$ cat src/kls_pkg.sv
// shared constants, types and helpers of the k-th largest stream tracker
package kls_pkg;

	localparam int K_MAX = 16;
	localparam int VAL_W = 32;
	localparam int CNT_W = $clog2(K_MAX + 1);
	localparam int IDX_W = (K_MAX > 1) ? $clog2(K_MAX) : 1;
	localparam int RANK_W = 5;

	typedef logic signed [VAL_W-1:0] val_t;
	typedef logic [CNT_W-1:0] cnt_t;
	typedef logic [RANK_W-1:0] rank_t;

	typedef struct packed {
		val_t kth;
		cnt_t held;
		logic full;
	} result_t;

	// rank of zero acts as one, ranks above the store depth saturate
	function automatic cnt_t eff_k(input rank_t rank);
		cnt_t k;
		if (rank == '0) begin
			k = CNT_W'(1);
		end else if (32'(rank) > K_MAX) begin
			k = CNT_W'(K_MAX);
		end else begin
			k = CNT_W'(rank);
		end
		return k;
	endfunction

endpackage

$ cat src/kls_store.sv
// sorted store of retained values with parallel insert and truncate
module kls_store (
	input  logic            clk,
	input  logic            arst_n,
	input  logic            update,
	input  kls_pkg::val_t   value,
	input  kls_pkg::cnt_t   k,
	output kls_pkg::result_t result
);
	import kls_pkg::*;

	// entries kept largest first, so dropping the smallest is a truncation
	val_t vals_q [K_MAX];
	cnt_t count_q;

	logic [K_MAX-1:0] ge;
	val_t ext [K_MAX];
	cnt_t n1;
	cnt_t new_n;
	logic [IDX_W-1:0] kth_idx;

	always_comb begin
		for (int i = 0; i < K_MAX; i++) begin
			ge[i] = (CNT_W'(i) < count_q) && (vals_q[i] >= value);
		end
		ext[0] = ge[0] ? vals_q[0] : value;
		for (int i = 1; i < K_MAX; i++) begin
			if (ge[i]) begin
				ext[i] = vals_q[i];
			end else if (ge[i-1]) begin
				ext[i] = value;
			end else begin
				ext[i] = vals_q[i-1];
			end
		end
		n1 = count_q + CNT_W'(1);
		new_n = (n1 > k) ? k : n1;
		kth_idx = IDX_W'(new_n - CNT_W'(1));
		result.kth = ext[kth_idx];
		result.held = new_n;
		result.full = (new_n == k);
	end

	always_ff @(posedge clk or negedge arst_n) begin
		if (!arst_n) begin
			count_q <= '0;
		end else if (update) begin
			count_q <= new_n;
		end
	end

	always_ff @(posedge clk) begin
		if (update) begin
			for (int i = 0; i < K_MAX; i++) begin
				vals_q[i] <= ext[i];
			end
		end
	end

endmodule

$ cat src/kth_largest_stream_tracker_unit.sv
// top level of the streaming k-th largest tracker
//
// usage:
//   input channel (in_valid, in_stall, value) carries one signed word per
//   accepted item; an item is taken at a clock edge with in_valid high and
//   in_stall low
//   output channel (out_valid, out_stall, kth_value, held_count, store_full)
//   returns one result word per input word, in order
//   config channel (cfg_valid, cfg_ready, cfg_data) writes rank_k; ready is
//   always high, write only while no word is in flight
// pipeline: out_valid rises when a word moves from the input register into
//   the result register; throughput one word per cycle while out_stall is
//   low, set by the parallel compare and insert into the sorted store
// reset: arst_n clears the held count, rank_k returns to one and both
//   stages empty; store contents are don't-care until written
// stall: while out_stall holds a pending result, the input stage keeps its
//   word and raises in_stall; once the output register frees, the input
//   stage drains into it and a new word is taken in the same cycle
module kth_largest_stream_tracker_unit (
	input  logic                      clk,
	input  logic                      arst_n,
	input  logic                      in_valid,
	output logic                      in_stall,
	input  kls_pkg::val_t             value,
	output logic                      out_valid,
	input  logic                      out_stall,
	output kls_pkg::val_t             kth_value,
	output kls_pkg::cnt_t             held_count,
	output logic                      store_full,
	input  logic                      cfg_valid,
	output logic                      cfg_ready,
	input  logic [kls_pkg::RANK_W-1:0] cfg_data
);
	import kls_pkg::*;

	// configuration
	rank_t rank_q;

	// input stage
	logic valid_s1;
	val_t value_s1;

	// result stage
	logic    out_valid_q;
	result_t result_q;

	result_t store_res;
	logic    adv;
	logic    in_accept;

	// the input word moves on when the result register is empty or drains
	assign adv = valid_s1 && (!out_valid_q || !out_stall);
	assign in_stall = valid_s1 && !adv;
	assign in_accept = in_valid && !in_stall;
	assign cfg_ready = 1'b1;

	always_ff @(posedge clk or negedge arst_n) begin
		if (!arst_n) begin
			rank_q <= RANK_W'(1);
		end else if (cfg_valid && cfg_ready) begin
			rank_q <= cfg_data;
		end
	end

	always_ff @(posedge clk or negedge arst_n) begin
		if (!arst_n) begin
			valid_s1 <= 1'b0;
		end else if (in_accept) begin
			valid_s1 <= 1'b1;
		end else if (adv) begin
			valid_s1 <= 1'b0;
		end
	end

	always_ff @(posedge clk) begin
		if (in_accept) begin
			value_s1 <= value;
		end
	end

	// store updates exactly once per word, when it enters the result register
	kls_store u_store (
		.clk    (clk),
		.arst_n (arst_n),
		.update (adv),
		.value  (value_s1),
		.k      (eff_k(rank_q)),
		.result (store_res)
	);

	always_ff @(posedge clk or negedge arst_n) begin
		if (!arst_n) begin
			out_valid_q <= 1'b0;
		end else if (adv) begin
			out_valid_q <= 1'b1;
		end else if (!out_stall) begin
			out_valid_q <= 1'b0;
		end
	end

	always_ff @(posedge clk) begin
		if (adv) begin
			result_q <= store_res;
		end
	end

	assign out_valid  = out_valid_q;
	assign kth_value  = result_q.kth;
	assign held_count = result_q.held;
	assign store_full = result_q.full;

`ifndef ASSERT_OFF
	// a delivered result always holds between one and the store depth
	a_held_range: assert property (@(posedge clk) disable iff (!arst_n)
		out_valid |-> (held_count != '0) && (32'(held_count) <= K_MAX))
		else $error("held count out of range");

	// input backpressure only comes from a full, stalled result register
	a_stall_cause: assert property (@(posedge clk) disable iff (!arst_n)
		in_stall |-> valid_s1 && out_valid && out_stall)
		else $error("input stalled without output backpressure");

	// a word leaving the input stage always shows up as a result
	a_adv_result: assert property (@(posedge clk) disable iff (!arst_n)
		adv |=> out_valid)
		else $error("result lost after input stage advanced");
`endif

endmodule
$ cat config.mk
export PLATFORM = sky130hd
export DESIGN_NAME = kth_largest_stream_tracker_unit
export DESIGN_NICKNAME = d
export VERILOG_FILES = /design/src/kls_pkg.sv /design/src/kls_store.sv /design/src/kth_largest_stream_tracker_unit.sv
export SDC_FILE = /design/constraint.sdc
export NUM_CORES = 2
export LEC_CHECK = 0
export BUFFER_PORTS_ARGS = -buffer_cell sky130_fd_sc_hd__buf_2
export CORE_MARGIN = 5
export CORE_UTILIZATION = 45
export CTS_BUF_LIST = sky130_fd_sc_hd__clkbuf_8
export CTS_CLUSTER_SIZE = 40
export DETAILED_ROUTE_END_ITERATION = 6
export PLACE_DENSITY_LB_ADDON = 0.05
export SLEW_MARGIN = 20
export SYNTH_ARGS = -nofsm -noshare
export SYNTH_HDL_FRONTEND = slang
export SYNTH_SLANG_ARGS = --single-unit
$ cat constraint.sdc
create_clock -name clk -period 17.8 [get_ports clk]
set_input_delay 0.89 -clock clk [delete_from_list [all_inputs] [get_ports clk]]
set_output_delay 0.89 -clock clk [all_outputs]
set_load 0.02 [all_outputs]
==> reports/results.ini <==
[outcome]
run_status = finished, final reports clean

[routing]
wl_um = 214000
antenna_left = 0
drt_pass1_iterations = 6
drt_iter0_markers = 5716
vias = 44500
drc = 0
routed_via_density = 6.85
wl_per_cell_um = 33.0

[timing]
final_max_slew_viol_count = 0
max_freq_mhz = 139
hold_slack_ns = 0.225
fin_setup_tns_ns = 0
setup_viol = 0
finalCritPeriodShare = 0.406
fin_crit_ns = 7.22
clock_skew_ns = 0.0267
hold_viol_final = 0
rsz0062_at_grt = false
slew-limit-headroom = 0.220
worst_slack_ns = 10.58
tightest_slew_ns = 1.17

[critical_path]
timing.critical_path.buf_inv = 1
max_stage_delay_ns = 0.87
worstSetupPathType = reg -> reg
end_kind = flip-flop
startpoint_type = flip-flop
cp.required_ns = 18.43
crit_family = simple AND/OR/NAND/NOR gates
cp_cell_sequence = nand3_1 > xnor2_1 > ha_1 > and3_1 > and3_1 > a21oi_1 > buf_4 > a31oi_1 > ha_1 > or2_2 > a21oi_1 > nor3_4 > nand3_1 > o32ai_1 > nor4b_1 > o2111ai_1 > o32ai_1
arrival_ns = 7.85
crit_slowest_cell = a21oi_1
worstPathMaxFanout = 18

[floorplanning]
start_util = 0.453
die_w_um = 333
die_h_um = 333
core-area_mm2 = 0.104
pin_count = 83
die_area_mm2 = 0.111
rows = 118

[synth]
synth_top_area_share = 0.372
syn_inst = 5028
synth_edf_count = 582
netlist_top_cells_area = edfxtp_1, ha_1, a21oi_1
synth_common_cells = a21oi_1, edfxtp_1, ha_1, nand2_1, o21ai_0
yosysMostFrequentCell = a21oi_1
synth_top_area_cell = edfxtp_1
synth-seq-cells = 594
ys.flop_type = edfxtp_1
ys_seq_area_frac = 0.378
synth_warnings = 0
async_flop_share = 0.0202
synth_cell_types = 93
synth_nets = 5589
synth.cell_area_mm2 = 0.0470
syn_area_per_cell_um2 = 9.34

[clock_tree]
ctsHoldBuffers = 1
cts_sinks = 594
cts.clk_slew.worst_paths_ns = 0.06
clock_path_buffers = 3
numCtsBuffers = 115
cts_tree = built
post_cts_buffers = 0
ctsResizeCount = 0
cts.htree.levels = 3
clock_latency_ns = 0.84
clock-root-buffer = clkbuf_8

[min_path]
hp-class = in -> reg

[flow_run]
max-cap-violations = 0

[grt]
grt_max_degree = 149
grt_pass1_vias = 41000
antenna_found_initial = 14
grt_pass1_wl_um = 300000
grtUsageTotal = 0.367
overflow = 0

[layout]
nNetsFinal = 5566
drive_gt1_frac = 0.0989
area_delta_synth_final_pct = 9.09

[placed_design]
pre_cts_ws_ns = 10.93
io_buffers = 81
routabilityCongestion = 0.979
hpwl_um = 155000

==> state kept, by name, indices dropped and copies added (netlist names) <==
name / cells
held_count: 5
u_store.vals_q: 512
out_valid: 1
store_full: 1
rank_q: 5
kth_value: 32
value_s1: 32
u_store.count_q: 5
valid_s1: 1
==> area by class of cell <==
type / count / area [µm²]
antenna: 10 / 25.0
inverter: 106 / 410
multi-input combinational: 3967 / 27700
tap: 1380 / 1730
clock buffer: 122 / 1680
sequential: 594 / 17800
clock inverter: 95 / 509
fill: 9864 / 52400
timing repair buffer: 221 / 1470
==> cells in the final DEF, fill, tap and decap left out, types with 20 or more instances in the layout <==
| cell type | netlist | final |
|---|---|---|
| a21oi_1 | 616 | 613 |
| edfxtp_1 | 582 | 582 |
| ha_1 | 519 | 519 |
| nand2_1 | 491 | 485 |
| o21ai_0 | 398 | 397 |
| nor2_1 | 351 | 344 |
| mux2i_1 | 257 | 253 |
| a211oi_1 | 164 | 160 |
| nor3_1 | 148 | 146 |
| buf_4 | 8 | 138 |
| clkbuf_8 | 0 | 122 |
| inv_1 | 89 | 121 |
| nand4_1 | 88 | 88 |
| buf_2 | 47 | 81 |
| a31oi_1 | 73 | 73 |
| o32ai_1 | 57 | 57 |
| nand3_1 | 55 | 55 |
| o211ai_1 | 55 | 55 |
| a221oi_1 | 50 | 50 |
| mux2_2 | 48 | 48 |
| clkinv_1 | 14 | 46 |
| a21o_1 | 41 | 41 |
| o22ai_1 | 32 | 32 |
| a2bb2oi_1 | 30 | 30 |
| o22a_1 | 30 | 30 |
| nand4bb_1 | 25 | 25 |
| a211o_1 | 24 | 24 |
| nand2b_1 | 24 | 24 |
| clkinv_2 | 0 | 22 |
| nor4_1 | 22 | 20 |
| and2_1 | 22 | 20 |
| a22oi_1 | 20 | 20 |
==> final timing paths <==
| path | start | to | slack (ns) | depth (start not counted) |
|---|---|---|---|---|
| worst max-delay path | u_store.count_q[2]$_DFFE_PN0P_ | kth_value[2]$_DFFE_PP_ | 10.58 | 17 |
| worst min-delay path | value[29] | value_s1[29]$_DFFE_PP_ | 0.22 | 1 |
| worst max register to register | u_store.count_q[2]$_DFFE_PN0P_ | kth_value[2]$_DFFE_PP_ | 10.58 | 17 |
| worst min register to register | valid_s1$_DFFE_PN0P_ | out_valid$_DFFE_PN0P_ | 0.49 | 1 |
| max in group asynchronous | arst_n | rank_q[0]$_DFFE_PN1P_ | 17.00 | 2 |
| min in group asynchronous | arst_n | rank_q[3]$_DFFE_PN0P_ | 0.49 | 2 |
==> routing by layer <==
layer	routed length, µm	track usage	up-vias
met5	36	0	-
met4	16100	0.221	6
met3	19600	0.0614	608
met2	91200	0.551	2697
met1	87200	0.499	21600
li1	-	-	19600
==> logic make-up (layout without fill, tap and decap cells) <==
family | after synthesis | in the layout | synth area share
compound gates | 1813 | 1813 | 0.244
simple gates | 1318 | 1318 | 0.131
flops | 594 | 594 | 0.378
fa+ha+maj | 519 | 519 | 0.138
buf+inv | 467 | 544 | 0.0395
mux | 306 | 306 | 0.0665
xor+xnor | 10 | 10 | 0.00186
other cells | 1 | 11 | 0.0000798
==> metrics by stage <==
stage           util  cell area (µm²)  std cells
2_1_floorplan      -            47000       5028
3_3_place_gp   0.473            49000       6267
3_5_place_dp   0.473            49000       6267
4_1_cts        0.494            51200       6485
5_1_grt        0.494            51200       6490
6_report       0.495            51300       6495
==> worst register-to-register path: stages, from the launching register on <==
cell       delay, ns
dfrtp_1         0.64
nand3_1         0.20
xnor2_1         0.50
ha_1            0.33
and3_1          0.20
and3_1          0.19
a21oi_1         0.20
buf_4           0.24
a31oi_1         0.14
ha_1            0.26
or2_2           0.30
a21oi_1         0.87
nor3_4          0.35
nand3_1         0.74
o32ai_1         0.27
nor4b_1         0.71
o2111ai_1       0.59
o32ai_1         0.31
Power is left out: the tool's default activity adds up to more than one toggle a clock period on the data nets, which glitch-free logic cannot reach.
